`config.mk`:
```
export PLATFORM = sky130hd
export DESIGN_NAME = coherent_pulse_run_detector
export DESIGN_NICKNAME = d
export VERILOG_FILES = /design/src/rtl/core/cprd_pkg.sv /design/src/rtl/core/cprd_div.sv /design/src/rtl/core/cprd_dp.sv /design/src/rtl/core/cprd_ctrl.sv /design/src/rtl/core/coherent_pulse_run_detector.sv
export SDC_FILE = /design/constraint.sdc
export NUM_CORES = 1
export LEC_CHECK = 0
export ABC_AREA = 1
export ABC_CLOCK_PERIOD_IN_PS = 10300
export BUFFER_PORTS_ARGS = -buffer_cell sky130_fd_sc_hd__buf_2
export CAP_MARGIN = 20
export CELL_PAD_IN_SITES_DETAIL_PLACEMENT = 0
export CELL_PAD_IN_SITES_GLOBAL_PLACEMENT = 1
export CORE_MARGIN = 3
export CORE_UTILIZATION = 36
export CTS_CLUSTER_SIZE = 10
export DETAILED_ROUTE_END_ITERATION = 10
export PLACE_DENSITY = 0.6
export SYNTH_ARGS = -nofsm -noshare
export SYNTH_HDL_FRONTEND = slang
export SYNTH_SLANG_ARGS = --single-unit
```
`constraint.sdc`:
```
create_clock -name clk -period 10.3 [get_ports clk]
set_input_delay 1.03 -clock clk [delete_from_list [all_inputs] [get_ports clk]]
set_output_delay 1.03 -clock clk [all_outputs]
set_load 0.01 [all_outputs]
```
`src/rtl/core/cprd_pkg.sv`:
```
// ---------------------------------------------------------------------------
// cprd_pkg
// Shared constants, register indexes and control types of the coherent pulse
// run detector.
// ---------------------------------------------------------------------------
`default_nettype none

package cprd_pkg;

  localparam int NUM_CLASSES = 3;
  localparam int DUR_W       = 16;
  localparam int CNT_W       = 10;
  localparam int SLOTS       = 2 * NUM_CLASSES;
  localparam int SLOT_W      = $clog2(SLOTS);
  localparam int K_W         = (NUM_CLASSES > 1) ? $clog2(NUM_CLASSES) : 1;
  localparam int NUM_W       = DUR_W + CNT_W + 1;
  localparam int DEN_W       = CNT_W + 1;

  localparam int REG_IDX_W   = 3;
  localparam int ADDR_W      = REG_IDX_W + 2;
  localparam int DATA_W      = 32;

  localparam logic [REG_IDX_W-1:0] REG_MIN_DURATION      = 3'd0;
  localparam logic [REG_IDX_W-1:0] REG_MAX_DURATION      = 3'd1;
  localparam logic [REG_IDX_W-1:0] REG_MAX_RUN_LENGTH    = 3'd2;
  localparam logic [REG_IDX_W-1:0] REG_MIN_CLASS_COUNT   = 3'd3;
  localparam logic [REG_IDX_W-1:0] REG_MIN_SIGNAL_LENGTH = 3'd4;

  localparam logic [DUR_W-1:0] RST_MIN_DURATION      = 16'd30;
  localparam logic [DUR_W-1:0] RST_MAX_DURATION      = 16'd4000;
  localparam logic [CNT_W-1:0] RST_MAX_RUN_LENGTH    = 10'd500;
  localparam logic [CNT_W-1:0] RST_MIN_CLASS_COUNT   = 10'd3;
  localparam logic [CNT_W-1:0] RST_MIN_SIGNAL_LENGTH = 10'd13;

  localparam logic [CNT_W-1:0] CNT_MAX = {CNT_W{1'b1}};

  typedef struct packed {
    logic [DUR_W-1:0] min_duration;
    logic [DUR_W-1:0] max_duration;
    logic [CNT_W-1:0] max_run_length;
    logic [CNT_W-1:0] min_class_count;
    logic [CNT_W-1:0] min_signal_length;
  } cfg_t;

  typedef struct packed {
    logic load;
    logic stop;
    logic k_inc;
    logic open_slot;
    logic mul;
    logic div_start;
    logic div_write;
    logic est_step;
    logic out_load;
  } cmd_t;

  typedef struct packed {
    logic stopped;
    logic pre_fail;
    logic slot_empty;
    logic slot_match;
    logic k_last;
    logic div_done;
    logic est_last;
    logic out_free;
  } sts_t;

endpackage

`default_nettype wire

```
`src/rtl/core/cprd_div.sv`:
```
// ---------------------------------------------------------------------------
// cprd_div
// Restoring divider producing one quotient bit per cycle for the running
// class average update.
// ---------------------------------------------------------------------------
`default_nettype none

module cprd_div (
  input  wire logic                        clk,
  input  wire logic                        rst,
  input  wire logic                        start,
  input  wire logic [cprd_pkg::NUM_W-1:0]  dividend,
  input  wire logic [cprd_pkg::DEN_W-1:0]  divisor,
  output logic                             done,
  output logic [cprd_pkg::NUM_W-1:0]       quotient
);
  import cprd_pkg::*;

  localparam int STEP_W = $clog2(NUM_W + 1);

  logic              busy;
  logic [STEP_W-1:0] steps;
  logic [DEN_W-1:0]  rem;
  logic [DEN_W-1:0]  den;
  logic [DEN_W:0]    rem_shift;
  logic              fits;

  assign rem_shift = {rem, quotient[NUM_W-1]};
  assign fits      = rem_shift >= {1'b0, den};

  always_ff @(posedge clk) begin
    if (rst) begin
      busy  <= 1'b0;
      done  <= 1'b0;
      steps <= '0;
    end else begin
      done <= 1'b0;
      if (start) begin
        busy  <= 1'b1;
        steps <= STEP_W'(NUM_W);
      end else if (busy) begin
        steps <= steps - 1'b1;
        if (steps == STEP_W'(1)) begin
          busy <= 1'b0;
          done <= 1'b1;
        end
      end
    end
  end

  always_ff @(posedge clk) begin
    if (start) begin
      rem      <= '0;
      den      <= divisor;
      quotient <= dividend;
    end else if (busy) begin
      if (fits) begin
        rem <= DEN_W'(rem_shift - {1'b0, den});
      end else begin
        rem <= DEN_W'(rem_shift);
      end
      quotient <= {quotient[NUM_W-2:0], fits};
    end
  end

endmodule

`default_nettype wire

```
`src/rtl/core/cprd_dp.sv`:
```
// ---------------------------------------------------------------------------
// cprd_dp
// Datapath: class storage, run counters, match logic, average update,
// short-pulse estimate sweep and the result register.
// ---------------------------------------------------------------------------
`default_nettype none

module cprd_dp (
  input  wire logic                        clk,
  input  wire logic                        rst,
  input  wire cprd_pkg::cfg_t              cfg,
  input  wire cprd_pkg::cmd_t              cmd,
  output cprd_pkg::sts_t                   sts,
  input  wire logic                        start_run,
  input  wire logic                        pulse_level,
  input  wire logic [cprd_pkg::DUR_W-1:0]  pulse_duration,
  output logic                             result_valid,
  input  wire logic                        result_stall,
  output logic                             accepted,
  output logic                             run_ended,
  output logic [cprd_pkg::CNT_W-1:0]       run_length,
  output logic                             long_enough,
  output logic [cprd_pkg::DUR_W-1:0]       short_pulse_duration
);
  import cprd_pkg::*;

  logic [DUR_W-1:0]  avg_q [SLOTS];
  logic [CNT_W-1:0]  mem_q [SLOTS];
  logic [CNT_W-1:0]  count;
  logic              stopped;
  logic              took;
  logic              lvl;
  logic [DUR_W-1:0]  dur;
  logic [K_W-1:0]    k;
  logic [SLOT_W-1:0] est_idx;
  logic [DUR_W-1:0]  best0;
  logic [DUR_W-1:0]  best1;
  logic [NUM_W-1:0]  num;
  logic [DEN_W-1:0]  den;
  logic              div_done;
  logic [NUM_W-1:0]  quo;

  logic [SLOT_W-1:0] cur_slot;
  logic [SLOT_W-1:0] rd_idx;
  logic [DUR_W-1:0]  rd_avg;
  logic [CNT_W-1:0]  rd_n;
  logic [DUR_W-1:0]  diff;
  logic [CNT_W-1:0]  count_inc;
  logic              est_hi;
  logic [DUR_W-1:0]  best_cur;
  logic              est_take;
  logic [DUR_W-1:0]  fill0;
  logic [DUR_W-1:0]  fill1;
  logic [DUR_W:0]    best_sum;

  assign cur_slot = SLOT_W'(lvl) * SLOT_W'(NUM_CLASSES) + SLOT_W'(k);
  assign rd_idx   = cmd.est_step ? est_idx : cur_slot;
  assign rd_avg   = avg_q[rd_idx];
  assign rd_n     = mem_q[rd_idx];
  assign diff     = (dur > rd_avg) ? dur - rd_avg : rd_avg - dur;
  assign count_inc = count + 1'b1;

  assign est_hi   = est_idx >= SLOT_W'(NUM_CLASSES);
  assign best_cur = est_hi ? best1 : best0;
  assign est_take = (rd_avg != '0) && (rd_n >= cfg.min_class_count) &&
                    ((best_cur == '0) || (best_cur > rd_avg));

  assign fill0    = (best0 == '0) ? best1 : best0;
  assign fill1    = (best1 == '0) ? best0 : best1;
  assign best_sum = {1'b0, fill0} + {1'b0, fill1};

  assign sts.stopped    = stopped;
  assign sts.pre_fail   = (count >= cfg.max_run_length) || (dur < cfg.min_duration) ||
                          (dur > cfg.max_duration);
  assign sts.slot_empty = rd_n == '0;
  assign sts.slot_match = diff < (rd_avg >> 3);
  assign sts.k_last     = k == K_W'(NUM_CLASSES - 1);
  assign sts.div_done   = div_done;
  assign sts.est_last   = est_idx == SLOT_W'(SLOTS - 1);
  assign sts.out_free   = !result_valid || !result_stall;

  cprd_div u_div (
    .clk      (clk),
    .rst      (rst),
    .start    (cmd.div_start),
    .dividend (num),
    .divisor  (den),
    .done     (div_done),
    .quotient (quo)
  );

  always_ff @(posedge clk) begin
    if (rst) begin
      for (int i = 0; i < SLOTS; i++) begin
        avg_q[i] <= '0;
        mem_q[i] <= '0;
      end
      count   <= '0;
      stopped <= 1'b0;
    end else begin
      if (cmd.load && start_run) begin
        for (int i = 0; i < SLOTS; i++) begin
          avg_q[i] <= '0;
          mem_q[i] <= '0;
        end
        count   <= '0;
        stopped <= 1'b0;
      end
      if (cmd.stop) begin
        stopped <= 1'b1;
      end
      if (cmd.open_slot) begin
        avg_q[cur_slot] <= dur;
        mem_q[cur_slot] <= CNT_W'(1);
      end
      if (cmd.div_write) begin
        avg_q[cur_slot] <= quo[DUR_W-1:0];
        mem_q[cur_slot] <= (rd_n == CNT_MAX) ? CNT_MAX : rd_n + 1'b1;
      end
      if (cmd.open_slot || cmd.div_write) begin
        count <= count_inc;
        if (count_inc >= cfg.max_run_length) begin
          stopped <= 1'b1;
        end
      end
    end
  end

  always_ff @(posedge clk) begin
    if (rst) begin
      took    <= 1'b0;
      k       <= '0;
      est_idx <= '0;
    end else begin
      if (cmd.load) begin
        took    <= 1'b0;
        k       <= '0;
        est_idx <= '0;
      end
      if (cmd.k_inc) begin
        k <= k + 1'b1;
      end
      if (cmd.open_slot || cmd.div_write) begin
        took <= 1'b1;
      end
      if (cmd.est_step) begin
        est_idx <= est_idx + 1'b1;
      end
    end
  end

  always_ff @(posedge clk) begin
    if (cmd.load) begin
      lvl   <= pulse_level;
      dur   <= pulse_duration;
      best0 <= '0;
      best1 <= '0;
    end
    if (cmd.mul) begin
      num <= NUM_W'(rd_avg) * NUM_W'(rd_n) + NUM_W'(dur);
      den <= DEN_W'(rd_n) + 1'b1;
    end
    if (cmd.est_step && est_take) begin
      if (est_hi) begin
        best1 <= rd_avg;
      end else begin
        best0 <= rd_avg;
      end
    end
  end

  always_ff @(posedge clk) begin
    if (rst) begin
      result_valid <= 1'b0;
    end else if (cmd.out_load) begin
      result_valid <= 1'b1;
    end else if (!result_stall) begin
      result_valid <= 1'b0;
    end
  end

  always_ff @(posedge clk) begin
    if (cmd.out_load) begin
      accepted             <= took;
      run_ended            <= stopped;
      run_length           <= count;
      long_enough          <= count > cfg.min_signal_length;
      short_pulse_duration <= best_sum[DUR_W:1];
    end
  end

endmodule

`default_nettype wire

```
`src/rtl/core/cprd_ctrl.sv`:
```
// ---------------------------------------------------------------------------
// cprd_ctrl
// Sequencer for one pulse: run checks, class scan, average update,
// estimate sweep and result hand-off.
// ---------------------------------------------------------------------------
`default_nettype none

module cprd_ctrl (
  input  wire logic            clk,
  input  wire logic            rst,
  input  wire logic            pulse_valid,
  output logic                 pulse_stall,
  input  wire cprd_pkg::sts_t  sts,
  output cprd_pkg::cmd_t       cmd
);
  import cprd_pkg::*;

  localparam logic [2:0] S_IDLE = 3'd0;
  localparam logic [2:0] S_EXAM = 3'd1;
  localparam logic [2:0] S_SCAN = 3'd2;
  localparam logic [2:0] S_MUL  = 3'd3;
  localparam logic [2:0] S_DIVS = 3'd4;
  localparam logic [2:0] S_DIV  = 3'd5;
  localparam logic [2:0] S_EST  = 3'd6;
  localparam logic [2:0] S_OUT  = 3'd7;

  logic [2:0] state;
  logic [2:0] state_next;

  assign pulse_stall = state != S_IDLE;

  always_comb begin
    state_next = state;
    cmd        = '0;
    unique case (state)
      S_IDLE: begin
        if (pulse_valid) begin
          cmd.load   = 1'b1;
          state_next = S_EXAM;
        end
      end
      S_EXAM: begin
        if (sts.stopped) begin
          state_next = S_EST;
        end else if (sts.pre_fail) begin
          cmd.stop   = 1'b1;
          state_next = S_EST;
        end else begin
          state_next = S_SCAN;
        end
      end
      S_SCAN: begin
        if (sts.slot_empty) begin
          cmd.open_slot = 1'b1;
          state_next    = S_EST;
        end else if (sts.slot_match) begin
          state_next = S_MUL;
        end else if (sts.k_last) begin
          cmd.stop   = 1'b1;
          state_next = S_EST;
        end else begin
          cmd.k_inc = 1'b1;
        end
      end
      S_MUL: begin
        cmd.mul    = 1'b1;
        state_next = S_DIVS;
      end
      S_DIVS: begin
        cmd.div_start = 1'b1;
        state_next    = S_DIV;
      end
      S_DIV: begin
        if (sts.div_done) begin
          cmd.div_write = 1'b1;
          state_next    = S_EST;
        end
      end
      S_EST: begin
        cmd.est_step = 1'b1;
        if (sts.est_last) begin
          state_next = S_OUT;
        end
      end
      S_OUT: begin
        if (sts.out_free) begin
          cmd.out_load = 1'b1;
          state_next   = S_IDLE;
        end
      end
      default: begin
        state_next = S_IDLE;
      end
    endcase
  end

  always_ff @(posedge clk) begin
    if (rst) begin
      state <= S_IDLE;
    end else begin
      state <= state_next;
    end
  end

endmodule

`default_nettype wire

```
`src/rtl/core/coherent_pulse_run_detector.sv`:
```
// ---------------------------------------------------------------------------
// coherent_pulse_run_detector
// Groups radio pulses into a run of coherent pulses by duration class and
// reports acceptance, run state and a short-pulse estimate for every pulse.
// ---------------------------------------------------------------------------
// Pulses enter on the pulse channel (pulse_valid, pulse_stall) with
// start_run, pulse_level and pulse_duration. Each pulse gives exactly one
// result on the result channel (result_valid, result_stall).
// Limits and the estimate threshold sit in five registers on the APB port;
// they should be written only while no request is in flight.
// One pulse is handled at a time. An ignored pulse, or one that fails a
// duration or run length check, goes from the checks on to the estimate
// sweep; one that opens a class or finds no place scans the classes, and one
// that joins a class also waits for the 27-step serial divider that updates
// the class average. The six-slot estimate sweep follows for every pulse.
// The next pulse is accepted in the cycle after the result is loaded.
// The next pulse is taken once the result is loaded, even if the receiver
// still stalls it; a stalled result holds, and the block then waits with the
// following result until the register frees up.
// Reset clears all classes, the run count and the stop flag, and loads the
// default register values.
// ---------------------------------------------------------------------------
`default_nettype none

module coherent_pulse_run_detector (
  input  wire logic                         clk,
  input  wire logic                         rst,
  input  wire logic                         psel,
  input  wire logic                         penable,
  input  wire logic                         pwrite,
  input  wire logic [cprd_pkg::ADDR_W-1:0]  paddr,
  input  wire logic [cprd_pkg::DATA_W-1:0]  pwdata,
  output logic      [cprd_pkg::DATA_W-1:0]  prdata,
  output logic                              pready,
  input  wire logic                         pulse_valid,
  output logic                              pulse_stall,
  input  wire logic                         start_run,
  input  wire logic                         pulse_level,
  input  wire logic [cprd_pkg::DUR_W-1:0]   pulse_duration,
  output logic                              result_valid,
  input  wire logic                         result_stall,
  output logic                              accepted,
  output logic                              run_ended,
  output logic      [cprd_pkg::CNT_W-1:0]   run_length,
  output logic                              long_enough,
  output logic      [cprd_pkg::DUR_W-1:0]   short_pulse_duration
);
  import cprd_pkg::*;

  cfg_t                 cfg;
  cmd_t                 cmd;
  sts_t                 sts;
  logic [REG_IDX_W-1:0] reg_idx;
  logic                 wr_en;

  assign pready  = 1'b1;
  assign reg_idx = paddr[ADDR_W-1:2];
  assign wr_en   = psel && penable && pwrite && pready;

  always_ff @(posedge clk) begin
    if (rst) begin
      cfg.min_duration      <= RST_MIN_DURATION;
      cfg.max_duration      <= RST_MAX_DURATION;
      cfg.max_run_length    <= RST_MAX_RUN_LENGTH;
      cfg.min_class_count   <= RST_MIN_CLASS_COUNT;
      cfg.min_signal_length <= RST_MIN_SIGNAL_LENGTH;
    end else if (wr_en) begin
      unique case (reg_idx)
        REG_MIN_DURATION:      cfg.min_duration      <= pwdata[DUR_W-1:0];
        REG_MAX_DURATION:      cfg.max_duration      <= pwdata[DUR_W-1:0];
        REG_MAX_RUN_LENGTH:    cfg.max_run_length    <= pwdata[CNT_W-1:0];
        REG_MIN_CLASS_COUNT:   cfg.min_class_count   <= pwdata[CNT_W-1:0];
        REG_MIN_SIGNAL_LENGTH: cfg.min_signal_length <= pwdata[CNT_W-1:0];
        default: begin
        end
      endcase
    end
  end

  always_comb begin
    unique case (reg_idx)
      REG_MIN_DURATION:      prdata = DATA_W'(cfg.min_duration);
      REG_MAX_DURATION:      prdata = DATA_W'(cfg.max_duration);
      REG_MAX_RUN_LENGTH:    prdata = DATA_W'(cfg.max_run_length);
      REG_MIN_CLASS_COUNT:   prdata = DATA_W'(cfg.min_class_count);
      REG_MIN_SIGNAL_LENGTH: prdata = DATA_W'(cfg.min_signal_length);
      default:               prdata = '0;
    endcase
  end

  cprd_ctrl u_ctrl (
    .clk         (clk),
    .rst         (rst),
    .pulse_valid (pulse_valid),
    .pulse_stall (pulse_stall),
    .sts         (sts),
    .cmd         (cmd)
  );

  cprd_dp u_dp (
    .clk                  (clk),
    .rst                  (rst),
    .cfg                  (cfg),
    .cmd                  (cmd),
    .sts                  (sts),
    .start_run            (start_run),
    .pulse_level          (pulse_level),
    .pulse_duration       (pulse_duration),
    .result_valid         (result_valid),
    .result_stall         (result_stall),
    .accepted             (accepted),
    .run_ended            (run_ended),
    .run_length           (run_length),
    .long_enough          (long_enough),
    .short_pulse_duration (short_pulse_duration)
  );

endmodule

`default_nettype wire

```
==> impl_metrics.yaml, run 1 <==
run_status:
  status: "complete, no violations"
global_route:
  antenna_found_initial: 2
  grt_pass1_wl_um: 146400
  grt_max_degree: 96
  grtUsageTotal_pct: 21.29
  grt_pass1_vias: 23876
  overflow: 0
critical_path:
  setup.worst_path.class: "reg -> reg"
  r2r-start: "u_ctrl.state[0]"
  critPathRequiredTime_ps: 10670
  reg2reg_depth: 28
  crit_fanout: 30
  setup.worst_path.start_class: "flip-flop"
  end_kind: "flip-flop"
  max_stage_delay_ps: 880
  critPathArrivalTime_ps: 9290
  reg2reg_to: "u_dp.num[22]"
  r2r_slack_ps: 1380
  cp_common_cell: "fa_1"
  crit_path_top_delay_cell: "o21ai_4"
clocking:
  clk_pin_slew_worst_paths_ps: 60
  cts_tree: "yes"
  cts_hold_buf: 0
  numCtsBuffers: 58
  cts_num_sinks: 463
  cts_setup_buffers: 0
  post_cts_resized: 0
  clk_latency_ps: 660
  cts_buffer_depth: 3
  cts-root-buf: "clkbuf_16"
  htreeDepth: 2
yosys:
  synthAdderAreaFrac_pct: 18.14
  synth_compound_area_share_pct: 12.27
  avgSynthCellArea_um2: 8.637
  syn_area_um2: 30910
  yosysWarnings: 0
  synthCells: 3579
  ys_seq_elements: 463
  synthMuxAreaShare_pct: 0.09714
  synth_edf_count: 330
  synth_xor_area_share_pct: 1.983
  ys.flop_type: "edfxtp_1"
  synthArstFlopShare_pct: 0
  synthSimpleGateAreaFrac_pct: 17.70
  synth_top_family_by_area: "adder cells"
  seq_area_frac_synth_pct: 40.67
  ys_types: 59
sta:
  maxSlewViolCount: 0
  holdWs_ps: 417.1
  rsz0062_at_grt: "false"
  fin_crit_sh_pct: 86.57
  fmax_ghz: 0.1122
  skew_ps: 67.69
  finalSetupViolCount: 0
  timing.setup.tns_ps: 0
  tightest_slew_ps: 1098
  hold_violations: 0
  relSlewSlack_pct: 26.81
  period_needed_ps: 8916
routing:
  wire_per_inst_um: 19.69
  ant_nets: 0
  drcViolationCount: 0
  first_pass_iters: 6
  routed_wl_um: 95180
  drt_iter0_markers: 1616
  via_per_inst: 4.968
  vias: 24008
min_path:
  hold_start: "u_dp.den[10]"
  hold_end: "u_dp.u_div.den[10]"
  min_path_cells: 0
  hold_class: "reg -> reg"
finish:
  area_delta_synth_final_pct: 11.05
  final_common_cell: "nand2_1"
  drive_gt1_share_pct: 8.218
  nets: 4089
  diodes: 0
  mostFrequentLayoutCells: "nand2_1 (769), inv_1 (514), edfxtp_1 (330)"
  final_core_util_pct: 40.70
  register_area_um2: 12570
  fillCellCount: 8728
  multiInputGateArea_um2: 15630
  stdcell_area_um2: 34330
job:
  max_cap_violations: 0
die:
  die-area_um2: 89420
  die_w_um: 299.0
  fp-row-count: 106
  ioPinCount: 126
  die_h_um: 299.0
  fp.coreArea_um2: 84350
  start_util_pct: 36.65
placement:
  dp_hpwl_um: 67380
  numPortBuffers: 90
  place.gp.congestion: 0.8504
  placed_area_um2: 32580
final cells by class:
class                   count  share of cell area (%)
clock buffers              83                   4.589
clock inverters            18                  0.4993
inverters                 550                   6.018
multi-input cells        2436                   45.53
flip-flops and latches    463                   36.62
well taps                1134                   4.133
repair buffers            149                   2.602
synthesized netlist by cell type (all sizes together), types with 4 or more instances:
library cell    n  area, um2
nor4            9      56.30
o221ai         10      87.58
nand4          24      156.4
a211oi          6      45.04
a21o            5      37.54
nand3b          7      52.55
o21bai         37      277.8
o21a            8      60.06
dfxtp         133       2663
ha            237       2965
a221oi          8      70.07
nand3         149      763.2
xor2           49      429.2
nor2          322       1259
clkinv          9      35.03
fa            132       2643
xnor2          21      183.9
inv           541       2031
o22ai          21      131.4
clkbuf         64      240.2
nor3           26      130.1
buf            81      511.8
edfxtp        330       9910
a31oi           9      56.30
a21oi         258       1344
o21ai         226       1206
or2             6      37.54
and2            4      25.02
nand2         781       2987
o211ai         46      355.3
kinds of logic after synthesis:
logic type,Yosys count
compound gates,648
xor+xnor,70
fa+ha+maj,369
buf+inv,695
flops,463
mux,3
other cells,2
simple gates,1329
flip-flops by register name (all words and copies together), names as in the netlist, 10 cells and up:
register	count
u_dp.dur	16
u_dp.u_div.rem	11
u_dp.den	11
u_dp.avg_q	128
cfg	62
u_dp.num	27
u_dp.mem_q	80
u_dp.u_div.den	11
u_dp.count	10
u_dp.best1	16
u_dp.u_div.quotient	27
u_dp.short_pulse_duration	16
u_dp.best0	16
u_dp.run_length	10
worst max-delay path, delay by kind of cell (launching register included):
family / cells / cell delay [ps]
compound gates: 10 / 2870
fa+ha+maj: 7 / 3180
buf+inv: 6 / 1190
flops: 1 / 330
simple gates: 4 / 860
xor+xnor: 1 / 160
routing by layer:
layer / GRT usage [%] / part of all wire, %
met3: 3.498 / 5.4
met2: 34.24 / 45
met5: 0 / 0
met1: 30.30 / 48
met4: 4.369 / 1.9
how the worst max path moves through the flow:
stage / start / endpoint / slack [ps] / cells past startpoint
floorplan: u_dp.lvl / u_dp.num[21] / 2980 / 38
global placement: u_ctrl.state[0] / u_dp.num[22] / 1480 / 28
detailed placement: u_ctrl.state[0] / u_dp.num[22] / 1440 / 28
CTS: u_ctrl.state[0] / u_dp.num[22] / 1400 / 28
global route: u_ctrl.state[2] / u_dp.num[22] / 750 / 26
finish: u_ctrl.state[0] / u_dp.num[22] / 1380 / 28
per-stage QoR:
step | std cells | setup WS, ps
2_1_floorplan | 3594 | 2977
3_3_place_gp | 4732 | 1483
3_5_place_dp | 4732 | 1436
4_1_cts | 4833 | 1400
5_1_grt | 4833 | 748.3
6_report | 4833 | 1384
Power of run 1 is left out: the tool's default activity adds up to more than one toggle a clock period on the data nets, which glitch-free logic cannot reach.
==> run 2: changes to the inputs <==
--- a/config.mk
+++ b/config.mk
@@ -11,7 +11,7 @@
 export CAP_MARGIN = 20
 export CELL_PAD_IN_SITES_DETAIL_PLACEMENT = 0
 export CELL_PAD_IN_SITES_GLOBAL_PLACEMENT = 1
-export CORE_MARGIN = 3
+export CORE_MARGIN = 1
 export CORE_UTILIZATION = 36
 export CTS_CLUSTER_SIZE = 10
 export DETAILED_ROUTE_END_ITERATION = 10
==> impl_metrics.yaml, run 2 (synthesized netlist as in run 1, its figures left out) <==
run_status:
  status: "complete, no violations"
global_route:
  use_met2_pct: 34.89
  grt_use_met1_pct: 30.94
  antenna_found_initial: 1
  overflow: 0
  grt_busiest_layer: "met2"
  grt_max_degree: 83
  grtUsageTotal_pct: 21.73
  grt_pass1_vias: 23542
  grt_pass1_wl_um: 142600
  grtUsageMet3_pct: 2.691
finish:
  area_delta_synth_final_pct: 11.19
  largest_registers: "u_dp.avg_q: 128 flops, u_dp.mem_q: 80 flops, cfg: 62 flops"
  final_common_cell: "nand2_1"
  final_core_util_pct: 40.37
  largest_reg_flops: 128
  drive_gt1_share_pct: 8.390
  regMostFlops: "u_dp.avg_q"
  mostFrequentLayoutCells: "nand2_1 (766), inv_1 (514), edfxtp_1 (330)"
  nets: 4087
  finalNonFillerCells: 4839
  diodes: 0
routing:
  routed_wl_um: 93720
  drcViolationCount: 0
  ant_nets: 0
  wire_per_inst_um: 19.37
  drt_iter0_markers: 1346
  via_per_inst: 4.922
  first_pass_iters: 5
  vias: 23817
sta:
  fin_crit_sh_pct: 85.10
  skew_ps: 35.24
  tightest_slew_ps: 1095
  relSlewSlack_pct: 26.50
  period_needed_ps: 8765
  finalSetupViolCount: 0
  fmax_ghz: 0.1141
  maxSlewViolCount: 0
  timing.setup.tns_ps: 0
  rsz0062_at_grt: "false"
  hold_violations: 0
critical_path:
  critPathArrivalTime_ps: 9120
  setup.worst_path.start_class: "flip-flop"
  critPathRequiredTime_ps: 10660
  end_kind: "flip-flop"
  cp_common_cell: "fa_1"
  max_stage_delay_ps: 670
  setup.worst_path.class: "reg -> reg"
  crit_path_top_delay_cell: "nand2_4"
  crit_fanout: 79
die:
  ioPinCount: 126
  die_w_um: 295.0
  fp.coreArea_um2: 85150
  die-area_um2: 87050
  start_util_pct: 36.31
  die_h_um: 295.0
  fp-row-count: 107
clocking:
  cts_buffer_depth: 3
  cts_tree: "yes"
  cts_hold_buf: 0
  htreeDepth: 2
  post_cts_resized: 0
  clk_latency_ps: 640
  cts_num_sinks: 463
  clk_pin_slew_worst_paths_ps: 60
  cts_setup_buffers: 0
  cts-root-buf: "clkbuf_16"
  numCtsBuffers: 58
min_path:
  hold_class: "reg -> reg"
placement:
  dp_hpwl_um: 66760
  place.gp.congestion: 0.8388
  numPortBuffers: 90
  placedCellCount: 4739
job:
  max_cap_violations: 0
[run 2: through the flow]
step | hold slack (ps) | instance area (um2) | setup WS (ps)
after floorplan | 400.3 | 30970 | 2977
after global placement | 409.0 | 32590 | 1482
after detailed placement | 405.7 | 32590 | 1466
after CTS | 413.9 | 34350 | 1425
after global routing | 423.7 | 34370 | 921.5
final | 414.3 | 34370 | 1535
[run 2: worst paths after layout]
kind	from	endpoint	slack, ps	cells after the start
max	u_ctrl.state[0]	u_dp.num[26]	1530	30
min	u_dp.den[6]	u_dp.u_div.den[6]	410	0
max reg2reg	u_ctrl.state[0]	u_dp.num[26]	1530	30
min reg2reg	u_dp.den[6]	u_dp.u_div.den[6]	410	0
[run 2: layer usage]
layer  share of wire (%)  up-vias
met2                  45      438
li1                    -    11905
met5                   0        -
met1                  49    11360
met3                 4.2      114
met4                 2.3        0
[run 2: area by class of cell]
| cell class | instances | area (um2) |
|---|---|---|
| clock buffer | 87 | 1663 |
| clock inverter | 12 | 91.34 |
| multi-input combinational | 2436 | 15640 |
| tap | 1144 | 1431 |
| fill | 8842 | 50770 |
| sequential | 463 | 12570 |
| timing repair buffer | 147 | 910.9 |
| inverter | 550 | 2066 |
[run 2: critical path, delay by kind of cell, from the launching register on]
| kind | cells | cell delay (ps) |
|---|---|---|
| flops | 1 | 370 |
| xor+xnor | 1 | 160 |
| buf+inv | 7 | 1300 |
| compound gates | 9 | 1800 |
| simple gates | 6 | 1600 |
| fa+ha+maj | 7 | 3170 |
Power of run 2 is left out for the same reason.
